File: config.mk
export PLATFORM = sky130hd
export DESIGN_NAME = vsf_mul
export DESIGN_NICKNAME = d
export VERILOG_FILES = /design/src/hw/rtl/vsf_pkg.sv /design/src/hw/rtl/vsf_mul.sv
export SDC_FILE = /design/constraint.sdc
export NUM_CORES = 2
export LEC_CHECK = 0
export BUFFER_PORTS_ARGS = -buffer_cell sky130_fd_sc_hd__buf_2
export CAP_MARGIN = 10
export CORE_MARGIN = 10
export CORE_UTILIZATION = 27
export DETAILED_ROUTE_END_ITERATION = 10
export HOLD_SLACK_MARGIN = 0.15
export REMOVE_ABC_BUFFERS = 1
export SETUP_SLACK_MARGIN = 0.3
export SLEW_MARGIN = 20
export SYNTH_ARGS = -nofsm -noshare
export SYNTH_HDL_FRONTEND = slang
export SYNTH_SLANG_ARGS = --single-unit
File: constraint.sdc
create_clock -name clk -period 26.2 [get_ports clk]
set_input_delay 2.62 -clock clk [delete_from_list [all_inputs] [get_ports clk]]
set_output_delay 2.62 -clock clk [all_outputs]
set_load 0.01 [all_outputs]
File: src/hw/rtl/vsf_pkg.sv
`default_nettype none
// ----------------------------------------------------------------------------
// vsf_pkg: shared types and constants of the valve stem friction simulator
// Item structs, register indexes, multiplier request/response groups and
// the default model parameters.
// ----------------------------------------------------------------------------
package vsf_pkg;

    localparam int unsigned VSF_SUBSTEPS    = 16;
    localparam int unsigned VSF_HALF_DT     = 8192;
    localparam logic [46:0] VSF_INV_MASS    = 47'd16777216;
    localparam logic signed [47:0] VSF_POS_MIN = 48'sd0;
    localparam logic signed [47:0] VSF_POS_MAX = 48'sd16777216;
    localparam int unsigned VSF_TABLE_DEPTH = 256;

    localparam logic signed [47:0] VSF_QMAX = 48'sh7FFF_FFFF_FFFF;
    localparam logic signed [47:0] VSF_QMIN = 48'sh8000_0000_0000;

    // exp(-1/16) * 2^32, step factor of the Stribeck table
    localparam logic [31:0] VSF_EXP_R = 32'd4034748382;

    localparam logic [2:0] REG_SPRING_STIFFNESS = 3'd0;
    localparam logic [2:0] REG_DIAPHRAGM_AREA   = 3'd1;
    localparam logic [2:0] REG_SPRING_PRELOAD   = 3'd2;
    localparam logic [2:0] REG_COULOMB_FORCE    = 3'd3;
    localparam logic [2:0] REG_STATIC_FORCE     = 3'd4;
    localparam logic [2:0] REG_VISCOUS_COEFF    = 3'd5;
    localparam logic [2:0] REG_STRIBECK_VINV    = 3'd6;
    localparam logic [2:0] REG_INITIAL_POSITION = 3'd7;

    typedef struct packed {
        logic signed [47:0] pressure_sample;
        logic               last_sample;
    } vsf_in_t;

    typedef struct packed {
        logic [31:0]        sample_number;
        logic signed [47:0] pressure_value;
        logic signed [47:0] stem_position;
        logic signed [47:0] stem_velocity;
        logic signed [47:0] stem_acceleration;
        logic signed [47:0] friction_force;
        logic               final_result;
    } vsf_out_t;

    typedef struct packed {
        logic               start;
        logic               sh23;
        logic signed [48:0] a;
        logic signed [48:0] b;
    } vsf_mul_req_t;

    typedef struct packed {
        logic               done;
        logic               busy;
        logic signed [47:0] res;
    } vsf_mul_rsp_t;

endpackage
`default_nettype wire

File: src/hw/rtl/vsf_mul.sv
`default_nettype none
// ----------------------------------------------------------------------------
// vsf_mul: shared fixed-point multiplier
// Signed 48x48 product from four 24x24 partial products, rounded half away
// from zero, shifted by 24 or 23 and saturated to 48 bits.
// ----------------------------------------------------------------------------
module vsf_mul (
    input  wire logic             clk,
    input  wire logic             rst_n,
    input  vsf_pkg::vsf_mul_req_t req,
    output vsf_pkg::vsf_mul_rsp_t rsp
);
    import vsf_pkg::*;

    localparam logic [2:0] STEP_FINISH = 3'd5;

    logic [47:0]        ma_reg;
    logic [47:0]        mb_reg;
    logic               neg_reg;
    logic               sh23_reg;
    logic               busy_reg;
    logic               done_reg;
    logic [2:0]         step_reg;
    logic [47:0]        pp_reg;
    logic [95:0]        acc_reg;
    logic signed [47:0] res_reg;

    logic [48:0]        abs_a;
    logic [48:0]        abs_b;
    logic [23:0]        pa;
    logic [23:0]        pb;
    logic [95:0]        pp_sh;
    logic [96:0]        rnd;
    logic [73:0]        q;
    logic signed [47:0] fin;

    always_comb
    begin
        abs_a = req.a[48] ? 49'(-req.a) : 49'(req.a);
        abs_b = req.b[48] ? 49'(-req.b) : 49'(req.b);
        case (step_reg)
            3'd0:    begin pa = ma_reg[23:0];  pb = mb_reg[23:0];  end
            3'd1:    begin pa = ma_reg[23:0];  pb = mb_reg[47:24]; end
            3'd2:    begin pa = ma_reg[47:24]; pb = mb_reg[23:0];  end
            3'd3:    begin pa = ma_reg[47:24]; pb = mb_reg[47:24]; end
            default: begin pa = 24'd0;         pb = 24'd0;         end
        endcase
        // pp_reg holds the pair issued one step earlier
        case (step_reg)
            3'd1:    pp_sh = 96'(pp_reg);
            3'd2:    pp_sh = 96'(pp_reg) << 24;
            3'd3:    pp_sh = 96'(pp_reg) << 24;
            3'd4:    pp_sh = 96'(pp_reg) << 48;
            default: pp_sh = 96'd0;
        endcase
        rnd = {1'b0, acc_reg} + (sh23_reg ? (97'd1 << 22) : (97'd1 << 23));
        q   = sh23_reg ? rnd[96:23] : 74'(rnd[96:24]);
        if (neg_reg)
        begin
            fin = (q > 74'(49'h0_8000_0000_0000)) ? VSF_QMIN : 48'(-q[47:0]);
        end
        else
        begin
            fin = (q > 74'(VSF_QMAX)) ? VSF_QMAX : q[47:0];
        end
    end

    assign rsp.done = done_reg;
    assign rsp.busy = busy_reg;
    assign rsp.res  = res_reg;

    always_ff @(posedge clk)
    begin
        if (req.start)
        begin
            ma_reg   <= abs_a[47:0];
            mb_reg   <= abs_b[47:0];
            neg_reg  <= req.a[48] ^ req.b[48];
            sh23_reg <= req.sh23;
        end
        if (busy_reg && step_reg <= 3'd3)
        begin
            pp_reg <= pa * pb;
        end
        if (req.start)
        begin
            acc_reg <= 96'd0;
        end
        else if (busy_reg && step_reg != 3'd0 && step_reg != STEP_FINISH)
        begin
            acc_reg <= acc_reg + pp_sh;
        end
        if (busy_reg && step_reg == STEP_FINISH)
        begin
            res_reg <= fin;
        end
    end

    always_ff @(posedge clk or negedge rst_n)
    begin
        if (!rst_n)
        begin
            busy_reg <= 1'b0;
            done_reg <= 1'b0;
            step_reg <= 3'd0;
        end
        else
        begin
            done_reg <= 1'b0;
            if (req.start)
            begin
                busy_reg <= 1'b1;
                step_reg <= 3'd0;
            end
            else if (busy_reg)
            begin
                step_reg <= step_reg + 3'd1;
                if (step_reg == STEP_FINISH)
                begin
                    busy_reg <= 1'b0;
                    done_reg <= 1'b1;
                end
            end
        end
    end

`ifndef SYNTH
    a_start_idle: assert property (@(posedge clk) disable iff (!rst_n)
        req.start |-> !busy_reg && !done_reg)
        else $error("multiplier started while busy");
`endif

endmodule
`default_nettype wire

==> impl_metrics.json <==
{
  "outcome": "completed",
  "overflow": 0,
  "largest_register_ffs": 96,
  "timing.slew.headroom_pct": 23.9,
  "grt_max_degree": 100,
  "num_antenna_cells": 0,
  "n_fill_cell": 16300,
  "grt_pass1_wl_mm": 212,
  "clk_pin_slew_ns": 0.06,
  "numCtsBuffers": 35,
  "clkSinkCount": 295,
  "syn-cell-area_sq_um": 42000,
  "synth_area_per_cell_sq_um": 8.39,
  "hold_viol_final": 0,
  "num_vias": 36300,
  "io_pins": 152,
  "ys_seq_elements": 295,
  "root_buffer": "clkbuf_16",
  "wl_per_cell_um": 19.4,
  "io_buffers": 151,
  "cp_max_fo": 39,
  "antenna_found_initial": 0,
  "yosysMostFrequentCell": "nand2_1",
  "fin_skew_ns": 0.0287,
  "area_delta_synth_final_pct": 9.65,
  "path_class": "register to register",
  "synthFlopType": "edfxtp_1",
  "drt_iter0_markers": 3491,
  "fin_ws_ns": 15.42,
  "clk_latency_ns": 0.61,
  "hp-class": "register to register",
  "tightest_slew_ns": 1.14,
  "maxSlewViolCount": 0,
  "rsz0062_at_grt": "no",
  "ys_top_cells_by_area": "fa_1, edfxtp_1, ha_1, nand2_1, inv_1",
  "htreeDepth": 2,
  "start_util_pct": 27.2,
  "max_freq_mhz": 92.7,
  "tns_ns": 0,
  "end_kind": "register",
  "drive_above_1_share_pct": 7.20,
  "hold_buffers": 0,
  "critPathArrivalTime_ns": 11.14,
  "min_period_ns": 10.78,
  "core_sq_um": 154000,
  "synth_edf_count": 194,
  "final.period_utilization_pct": 41.2,
  "cp.required_ns": 26.55,
  "cts_resized": 0,
  "yosysTopAreaCell": "fa_1",
  "start_kind": "register",
  "regArea_sq_um": 7870,
  "synth_top_cell_area_share_pct": 23.1,
  "first_pass_iters": 5,
  "rows": 144,
  "hpwl_mm": 107,
  "multi_input_area_sq_um": 30800,
  "nNetsFinal": 5856,
  "die_area_sq_um": 172000,
  "ys_types": 91,
  "avgViaCountPerCell": 5.15,
  "async_flop_share_pct": 1.69,
  "yosysWarnings": 0,
  "maxCapViolations": 0,
  "place_congestion": 0.960,
  "grt_pass1_vias": 35800,
  "antenna_left": 0,
  "grtUsageTotal_pct": 15.3,
  "cts_tree": "built",
  "post_cts_buffers": 0,
  "synth_commonest_cells": "nand2_1, inv_1, fa_1",
  "die-height_um": 414,
  "wl_mm": 137,
  "post-route-drc-count": 0,
  "setup_viol": 0,
  "die_x_um": 414,
  "place_ws_ns": 15.68,
  "syn_inst": 5006,
  "clk_path_buf_depth": 3,
  "yosysSeqAreaShare_pct": 18.7
}
## critical path: stages, from the launching register on
cell and delay (ns):
dfrtp_1 0.85, inv_1 0.27, ha_1 0.33, or2_2 0.62
a22oi_1 1.02, nor2_1 0.17, fa_1 0.53, fa_1 0.52
fa_1 0.52, fa_1 0.53, fa_1 0.53, fa_1 0.54
inv_1 0.05, fa_1 0.59, inv_1 0.06, ha_1 0.32
inv_1 0.14, nor2_1 0.08, a31oi_1 0.19, o21ai_0 0.11
a21oi_1 0.14, a21boi_0 0.56, o31ai_1 0.29, a2111oi_0 0.87
o21ai_0 0.23, a221oi_1 0.36, xnor2_1 0.10
## worst paths after layout
| kind | startpoint | depth (start not counted) | endpoint | slack [ns] |
|---|---|---|---|---|
| min in group asynchronous | rst_n | 1 | done_reg$_DFF_PN0_ | 1.87 |
| worst min register to register | acc_reg[17]$_SDFFE_PP0P_ | 2 | acc_reg[17]$_SDFFE_PP0P_ | 0.46 |
| worst max-delay path | step_reg[2]$_DFFE_PN0P_ | 26 | pp_reg[46]$_DFFE_PP_ | 15.42 |
| worst max register to register | step_reg[2]$_DFFE_PN0P_ | 26 | pp_reg[46]$_DFFE_PP_ | 15.42 |
| worst min-delay path | acc_reg[17]$_SDFFE_PP0P_ | 2 | acc_reg[17]$_SDFFE_PP0P_ | 0.46 |
| max in group asynchronous | rst_n | 1 | step_reg[2]$_DFFE_PN0P_ | 24.15 |
## per-layer routing
metal	wire length [um]	up-vias	GRT usage (%)	share of wire, %
li1	-	16900	-	-
met1	61100	17700	21.2	45
met2	59500	1477	23.9	43
met3	11300	244	2.86	8.2
met4	5050	0	4.97	3.7
met5	0	-	0	0
## final cells by class
cell class | instances | area share (%)
inverter | 617 | 5.03
clock inverter | 22 | 0.590
clock buffer | 41 | 2.00
timing repair buffer | 228 | 2.91
sequential | 295 | 17.1
tap | 2044 | 5.55
multi-input combinational | 3814 | 66.8
## placed cells by master, fill, tap and decap left out, types with 64 or more instances in the layout
cell	n
nand3_1	87
buf_2	150
edfxtp_1	194
o21ai_0	197
buf_4	76
nor2_1	466
dfxtp_1	96
a21o_1	103
inv_1	616
xnor2_1	198
xor2_1	65
fa_1	484
and3_1	64
a21oi_1	308
ha_1	279
a22o_1	99
nand2_1	620
nand4_1	91
nor3_1	72
## per-stage QoR
stage	instances	util, %	hold WS [ns]	instance area (sq um)
after floorplan	4726	-	0.430	40900
after global placement	6997	29.0	0.444	44800
after detailed placement	6997	29.0	0.450	44800
after CTS	7060	29.8	0.460	46000
after global routing	7061	29.8	0.482	46100
final	7061	29.8	0.456	46100
## cell families after synthesis
family / after synthesis / synth area share (%)
AND/OR/NAND/NOR: 1692 / 18.7
AO/OA/AOI/OAI: 1059 / 16.6
buffers and inverters: 897 / 8.12
adder cells (fa/ha/maj): 763 / 31.4
flip-flops: 295 / 18.7
XOR/XNOR: 263 / 5.48
multiplexers: 37 / 0.900
Power is left out: the tool's default activity adds up to more than one toggle a clock period on the data nets, which glitch-free logic cannot reach.
