**config.mk**
```make
export PLATFORM = sky130hd
export DESIGN_NAME = vsf_front
export DESIGN_NICKNAME = d
export VERILOG_FILES = /design/src/hw/rtl/vsf_pkg.sv /design/src/hw/rtl/vsf_front.sv
export SDC_FILE = /design/constraint.sdc
export NUM_CORES = 1
export LEC_CHECK = 0
export ABC_AREA = 1
export BUFFER_PORTS_ARGS = -buffer_cell sky130_fd_sc_hd__buf_2
export CAP_MARGIN = 10
export CORE_MARGIN = 2
export CORE_UTILIZATION = 45
export CTS_BUF_LIST = sky130_fd_sc_hd__clkbuf_8 sky130_fd_sc_hd__clkbuf_16
export CTS_CLUSTER_SIZE = 10
export DETAILED_ROUTE_END_ITERATION = 10
export HOLD_SLACK_MARGIN = 0.06
export PLACE_DENSITY = 0.72
export SYNTH_ARGS = -nofsm -noshare
export SYNTH_HDL_FRONTEND = slang
export SYNTH_SLANG_ARGS = --single-unit
```
**constraint.sdc**
```tcl
create_clock -name clk -period 3.2 [get_ports clk]
set_input_delay 0.48 -clock clk [delete_from_list [all_inputs] [get_ports clk]]
set_output_delay 0.48 -clock clk [all_outputs]
set_load 0.01 [all_outputs]
```
**src/hw/rtl/vsf_pkg.sv**
```systemverilog
`default_nettype none
// ----------------------------------------------------------------------------
// vsf_pkg: shared types and constants of the valve stem friction simulator
// Item structs, register indexes, multiplier request/response groups and
// the default model parameters.
// ----------------------------------------------------------------------------
package vsf_pkg;

    localparam int unsigned VSF_SUBSTEPS    = 16;
    localparam int unsigned VSF_HALF_DT     = 8192;
    localparam logic [46:0] VSF_INV_MASS    = 47'd16777216;
    localparam logic signed [47:0] VSF_POS_MIN = 48'sd0;
    localparam logic signed [47:0] VSF_POS_MAX = 48'sd16777216;
    localparam int unsigned VSF_TABLE_DEPTH = 256;

    localparam logic signed [47:0] VSF_QMAX = 48'sh7FFF_FFFF_FFFF;
    localparam logic signed [47:0] VSF_QMIN = 48'sh8000_0000_0000;

    // exp(-1/16) * 2^32, step factor of the Stribeck table
    localparam logic [31:0] VSF_EXP_R = 32'd4034748382;

    localparam logic [2:0] REG_SPRING_STIFFNESS = 3'd0;
    localparam logic [2:0] REG_DIAPHRAGM_AREA   = 3'd1;
    localparam logic [2:0] REG_SPRING_PRELOAD   = 3'd2;
    localparam logic [2:0] REG_COULOMB_FORCE    = 3'd3;
    localparam logic [2:0] REG_STATIC_FORCE     = 3'd4;
    localparam logic [2:0] REG_VISCOUS_COEFF    = 3'd5;
    localparam logic [2:0] REG_STRIBECK_VINV    = 3'd6;
    localparam logic [2:0] REG_INITIAL_POSITION = 3'd7;

    typedef struct packed {
        logic signed [47:0] pressure_sample;
        logic               last_sample;
    } vsf_in_t;

    typedef struct packed {
        logic [31:0]        sample_number;
        logic signed [47:0] pressure_value;
        logic signed [47:0] stem_position;
        logic signed [47:0] stem_velocity;
        logic signed [47:0] stem_acceleration;
        logic signed [47:0] friction_force;
        logic               final_result;
    } vsf_out_t;

    typedef struct packed {
        logic               start;
        logic               sh23;
        logic signed [48:0] a;
        logic signed [48:0] b;
    } vsf_mul_req_t;

    typedef struct packed {
        logic               done;
        logic               busy;
        logic signed [47:0] res;
    } vsf_mul_rsp_t;

endpackage
`default_nettype wire

```
**src/hw/rtl/vsf_front.sv**
```systemverilog
`default_nettype none
// ----------------------------------------------------------------------------
// vsf_front: input side
// Accepts pressure items and holds them in a two-entry queue for the core.
// ----------------------------------------------------------------------------
module vsf_front (
    input  wire logic             clk,
    input  wire logic             rst_n,
    input  wire logic             enable,
    input  wire logic             in_valid,
    output logic                  in_stall,
    input  vsf_pkg::vsf_in_t      in_item,
    output logic                  q_valid,
    output vsf_pkg::vsf_in_t      q_item,
    input  wire logic             q_pop
);
    import vsf_pkg::*;

    vsf_in_t    slot_reg [2];
    logic       wr_ptr_reg;
    logic       rd_ptr_reg;
    logic [1:0] count_reg;
    logic       push;

    assign in_stall = (count_reg == 2'd2) || !enable;
    assign push     = in_valid && !in_stall;
    assign q_valid  = (count_reg != 2'd0);
    assign q_item   = slot_reg[rd_ptr_reg];

    always_ff @(posedge clk)
    begin
        if (push)
        begin
            slot_reg[wr_ptr_reg] <= in_item;
        end
    end

    always_ff @(posedge clk or negedge rst_n)
    begin
        if (!rst_n)
        begin
            wr_ptr_reg <= 1'b0;
            rd_ptr_reg <= 1'b0;
            count_reg  <= 2'd0;
        end
        else
        begin
            if (push)
            begin
                wr_ptr_reg <= !wr_ptr_reg;
            end
            if (q_pop)
            begin
                rd_ptr_reg <= !rd_ptr_reg;
            end
            if (push && !q_pop)
            begin
                count_reg <= count_reg + 2'd1;
            end
            else if (q_pop && !push)
            begin
                count_reg <= count_reg - 2'd1;
            end
        end
    end

endmodule
`default_nettype wire

```
==> results of run 1 <==
-- routing by layer --
layer | wire [µm] | share of wire (%) | vias to the layer above | GRT usage (%)
met5 | 0 | 0 | - | 0
met4 | 76 | 1.2 | 0 | 5.690
met3 | 434 | 6.8 | 9 | 4.366
met2 | 3253 | 51 | 68 | 22.87
met1 | 2643 | 41 | 926 | 16.16
li1 | - | - | 928 | -
-- per-stage QoR --
| step | instances | util (%) | power (W) |
|---|---|---|---|
| floorplan | 182 | - | 0.002717 |
| global placement | 391 | 52.87 | 0.002937 |
| detailed placement | 391 | 52.87 | 0.002966 |
| CTS | 408 | 55.18 | 0.003740 |
| global route | 408 | 55.18 | 0.003867 |
| finish | 408 | 55.18 | 0.003681 |
-- layout by cell type, fill, tap and decap left out, drive strengths merged --
cell,count
buf,107
edfxtp,98
mux2,49
nand2,9
clkbuf,9
inv,9
dfrtp,4
clkinv,3
nand3,2
nand4,2
clkinvlp,2
nor2,1
xnor2,1
xor2,1
ha,1
bufinv,1
dlygate4sd3,1
-- how the worst max path moves through the flow --
stage                 startpoint             end
floorplan           count_reg[0]  slot_reg[1][0]
global placement      rd_ptr_reg      q_item[41]
detailed placement    rd_ptr_reg      q_item[40]
CTS                   rd_ptr_reg      q_item[40]
global route          rd_ptr_reg      q_item[41]
finish                rd_ptr_reg      q_item[41]
-- critical path: stages, from the launching register on --
cell     delay [ns]
dfrtp_4        1.05
mux2_4         0.36
buf_2          0.14
-- power by group through the flow --
stage | combinational, W | sequential [W] | clock, W
after floorplan | 0.000982 | 0.00174 | 0
after global placement | 0.00103 | 0.00191 | 0
after detailed placement | 0.00104 | 0.00192 | 0
after CTS | 0.00105 | 0.00189 | 0.000801
after global routing | 0.00110 | 0.00191 | 0.000853
final | 0.00102 | 0.00188 | 0.000778
-- logic make-up (layout without fill, tap and decap cells) --
family / Yosys count / after routing / share of synthesized area (%)
simple gates: 14 / 14 / 1.497
mux: 49 / 49 / 18.35
flops: 102 / 102 / 75.88
xor+xnor: 2 / 2 / 0.4369
fa+ha+maj: 1 / 1 / 0.3120
buf+inv: 14 / 132 / 3.526
-- final cells by class --
type / count / area share, %
clock buffer: 9 / 2.587
clock inverter: 7 / 1.385
inverter: 8 / 0.6271
multi-input combinational: 66 / 17.40
sequential: 102 / 63.63
tap: 108 / 2.822
timing repair buffer: 108 / 11.55
-- what timing repair did --
action,4_1_cts,5_1_grt
hold buffers,1,0
endpoints found under the setup margin,0,0
hold endpoints to repair,4,0
==> impl_results.md, run 1 <==
- Status: finished, final reports clean
- Final HPWL DP: 4215 µm
- Clock root buffer master: clkbuf_8
- Setup WS pre-CTS: 1.140 ns
- Share of layout cells above drive strength 1: 57.67%
- Routed wire per std cell: 15.71 µm
- Max VDD drop: 0.0004490 V
- Area of the multi-input gates: 833.3 µm²
- Clock transition at path regs: 0.09 ns
- Final-layout fill cell count: 729
- Setup repair bufs after CTS: 0
- Ranking of synthesized cells by area: edfxtp_1 73%, mux2_4 18%, buf_12 2.5%
- Antenna diodes: 0
- Startpoint of the worst hold path: in_item[3]
- Endpoint with the worst hold slack: slot_reg[1][3]
- First-pass GRT wire length: 9929 µm
- Cell taking the most area after synthesis: edfxtp_1
- Crit path DAT: 1.92 ns
- Pint: 0.002637 W
- Mapped Avg Cell Area: 22.03 µm²
- Switching share of power: 28.36%
- Fin. max-slew vios: 0
- Fin area: 4788 µm²
- Placed inst area: 4588 µm²
- R2r setup slk: 1.36 ns
- Tmin final: 2.403 ns
- Synth cell count leaders: 98 x edfxtp_1, 49 x mux2_4, 9 x nand2_1
- Initial antenna violation count: 0
- GR Overflow Total: 0
- NetSw: 0.001044 W
- Worst Max-Slew Pin Slew: 0.9227 ns
- Io pins: 105
- Nature of the critical path startpoint: flip-flop
- Yosys warns: 0
- Reg-to-reg startpoint: count_reg[0]
- Starting density of the core: 46.21%
- Yosys reg bits: 102
- Worst setup margin: 0.7966 ns
- DIE AREA: 9683 µm²
- Number of global-route vias before repair: 2057
- Unrepaired setup endpoints after global routing: no
- Most frequent cell after synthesis: edfxtp_1
- Net count after synthesis: 237
- DRC: 0
- Cells after synthesis: 182
- Hold Path Class: input pin to flip-flop
- Inserted Clock Buffers: 9
- Final #Nets: 350
- CP Class: flip-flop to output pin
- Clk network pwr share: 21.1%
- R2r endpoint: slot_reg[0][34]
- R2R depth: 5
- Static leakage: 1.958 nW
- PwrDens: 768.7 nW/µm²
- Die Ht: 98.40 µm
- PortBufs: 104
- Skew final: 0.005174 ns
- Mapped Area: 4010 µm²
- Period Utilization, post-route: 75.11%
- DIE WIDTH: 98.40 µm
- Tot GR Track Use: 13.59%
- Prevailing post-synth register cell: edfxtp_1
- CTS HTree Levels: 3
- Vias per cell: 4.733
- Area grow syn2layout: 19.41%
- Routed WL: 6409 µm
- Synth unique cells: 13
- # setup viols final: 0
- Hold_ws: 0.3059 ns
- Post-route ant nets: 0
- Bufs on Longest Clock Path: 2
- Max Clk Rate: 416.1 MHz
- Setup TNS: 0 ns
- DRT Pass-1 Iters: 4
- Critical path required time: 2.72 ns
- CTS tree: built
- Core area: 8678 µm²
- Worst skew pair latency: 0.36 ns
- Worst Hold Depth: 1
- First-iteration detailed-routing DRC count: 73
- Max_slew headroom: 38.49%
- Post-cts sizing count: 0
- Register area: 3047 µm²
- CP endpoint kind: output pin
- Crit path max fanout: 50
- Max cap viols: 0
- Sequential share of power: 51.1%
- Number of flip-flops in the largest register: 98
- Top cell type's share of synthesized area: 73.39%
- Via Count: 1931
- Largest net degree at the start of global routing: 51
- Final hold violation count: 0
- Share of flip-flops with an asynchronous set or reset: 3.922%
- Rows: 34
- Logic pwr share: 27.8%
- GPL Wtd Cong: 0.7025
- CTS Sinks: 102
- Number of flops mapped to enable cells by yosys: 98
- Sequential area share after synthesis: 75.88%
No activity file was read; power rests on OpenSTA's default activity.
==> inputs of run 2 (changes only) <==
clock period = 1.96 ns   (was 3.2 ns; I/O delays follow)
==> impl_results.md, run 2 (synthesized netlist as in run 1, its figures left out) <==
- Fin. max-slew vios: 0 (unchanged)
- Static leakage: 1.979 nW (+1.1%)
- Final-layout fill cell count: 722 (-0.96%)
- Worst path buffer plus inverter count: 2 (+1)
- Max VDD drop: 0.0005965 V (+33%)
- Largest net degree at the start of global routing: 51 (unchanged)
- Crit-path cells: clkbuf_16 > mux2_4 > buf_2
- CP Class: flip-flop to output pin
- Setup repair bufs after CTS: 0 (unchanged)
- Io pins: 105 (unchanged)
- Max Clk Rate: 529.8 MHz
- Busiest grt layer: met2
- PwrDens: 1261 nW/µm² (+64%)
- Hold Path Class: input pin to flip-flop
- Skew final: 0.01829 ns (+0.01312 ns)
- Antenna diodes: 0 (unchanged)
- Final HPWL DP: 4017 µm (-4.7%)
- Tot GR Track Use: 13.17% (-0.42 points)
- Max cap viols: 0 (unchanged)
- Status: finished, final reports clean
- Delay of the slowest cell on the worst path: 0.52 ns (-0.53 ns)
- GR Overflow Total: 0 (unchanged)
- First-pass GRT wire length: 9549 µm (-3.8%)
- Critical path required time: 1.67 ns (-1.05 ns)
- Tmin final: 1.887 ns
- CP endpoint kind: output pin
- Area grow syn2layout: 21.09%
- Starting density of the core: 46.21% (unchanged)
- Clock transition at path regs: 0.11 ns (+0.02 ns)
- Number of global-route vias before repair: 1976 (-3.9%)
- Core area: 8678 µm² (unchanged)
- Routed wire per std cell: 15.90 µm (+1.2%)
- CTS Sinks: 102 (unchanged)
- PortBufs: 104 (unchanged)
- Rows: 34 (unchanged)
- Routed WL: 6520 µm (+1.7%)
- Die Ht: 98.40 µm (unchanged)
- Share of layout cells above drive strength 1: 58.61% (+0.94 points)
- DIE WIDTH: 98.40 µm (unchanged)
- Final hold violation count: 0 (unchanged)
- Register area: 3047 µm² (unchanged)
- DIE AREA: 9683 µm² (unchanged)
- M3 GR Usage: 3.436% (-0.93 points)
- Max_slew headroom: 75.70% (+37 points)
- Crit path DAT: 1.59 ns (-0.33 ns)
- Post-route ant nets: 0 (unchanged)
- Nature of the critical path startpoint: flip-flop
- CP delay by family, top: flip-flops
- DRT Pass-1 Iters: 4 (unchanged)
- Period Utilization, post-route: 96.29%
- Bufs on Longest Clock Path: 2 (unchanged)
- CTS tree: built
- # setup viols final: 0 (unchanged)
- Vias per cell: 4.793 (+1.3%)
- Util after Layout: 55.95% (+0.78 points)
- First-iteration detailed-routing DRC count: 62 (-15%)
- GPL Wtd Cong: 0.7146 (+1.7%)
- Worst skew pair latency: 0.37 ns (about the same)
- Unrepaired setup endpoints after global routing: no
- Met1 Use GR: 16.75% (+0.60 points)
- Routing usage on met2: 20.77% (-2.1 points)
- Most frequent cells in the layout: 104 x buf_2, 98 x edfxtp_1, 49 x mux2_4
- CTS HTree Levels: 3 (unchanged)
- Slowest CP cell: dfrtp_4
- Area of the multi-input gates: 833.3 µm² (unchanged)
- Via Count: 1965 (+1.8%)
- Number of flip-flops in the largest register: 98 (unchanged)
- Commonest non-fill, non-tap cell in the layout: buf_2
- DRC: 0 (unchanged)
- Final #Nets: 352 (+0.57%)
- Worst Max-Slew Pin Slew: 0.3645 ns (-0.5582 ns)
- Initial antenna violation count: 0 (unchanged)
- Setup TNS: 0 ns (unchanged)
- Inserted Clock Buffers: 9 (unchanged)
- Clock root buffer master: clkbuf_8
- Crit path max fanout: 25 (-50%)
run 2: worst paths after layout:
kind | startpoint | to | slack (ns) | cells after the start
max in group asynchronous | rst_n | rd_ptr_reg | 1.56 | 2
hold reg to reg | wr_ptr_reg | wr_ptr_reg | 0.49 | 2
min in group asynchronous | rst_n | rd_ptr_reg | 0.26 | 2
setup / recovery | rd_ptr_reg | q_item[15] | 0.07 | 3
hold / removal | in_item[2] | slot_reg[0][2] | 0.11 | 1
setup reg to reg | count_reg[0] | count_reg[1] | 0.42 | 9
run 2: where the power goes:
part | total, W | internal [W] | switching, W
logic | 0.00207 | 0.00109 | 0.000979
registers | 0.00281 | 0.00272 | 0.0000958
clock network | 0.00124 | 0.000490 | 0.000750
total | 0.00613 | 0.00430 | 0.00182
run 2: worst reg2reg max path: cells and delay by family, from the launching register on:
family,cells,cell delay (ns)
buffers and inverters,3,0.26
adders and majority gates,1,0.30
and+or+nand+nor,5,0.46
DFF,1,0.42
run 2: metrics by stage:
step	cells	total power (W)	cell area, µm²	hold slack, ns	worst slack [ns]
detailed placement	392	0.004876	4624	0.1109	0.4131
finish	410	0.006125	4856	0.1065	0.07267
global route	410	0.006428	4856	0.08111	0.02871
global placement	392	0.004842	4624	0.1042	0.4103
floorplan	182	0.004439	4021	-0.001591	0.1500
CTS	409	0.006115	4823	0.08693	0.001475
run 2: final cells by class:
type,instances,area share (%)
Clock inverter,7,1.340
Multi-Input combinational cell,66,17.16
Clock buffer,9,2.551
Tap cell,108,2.783
Sequential cell,102,62.74
Inverter,8,0.6957
Timing Repair Buffer,110,12.73
run 2: per-layer routing:
metal | part of all wire [%] | up-vias
met4 | 2.3 | 0
met5 | 0 | -
met1 | 44 | 944
li1 | - | 924
met2 | 48 | 83
met3 | 6.6 | 14
run 2: timing repair:
item	4_1_cts	5_1_grt
setup endpoints to repair	0	49
resized for setup	0	1
hold buffers	1	0
hold endpoints to repair	4	0
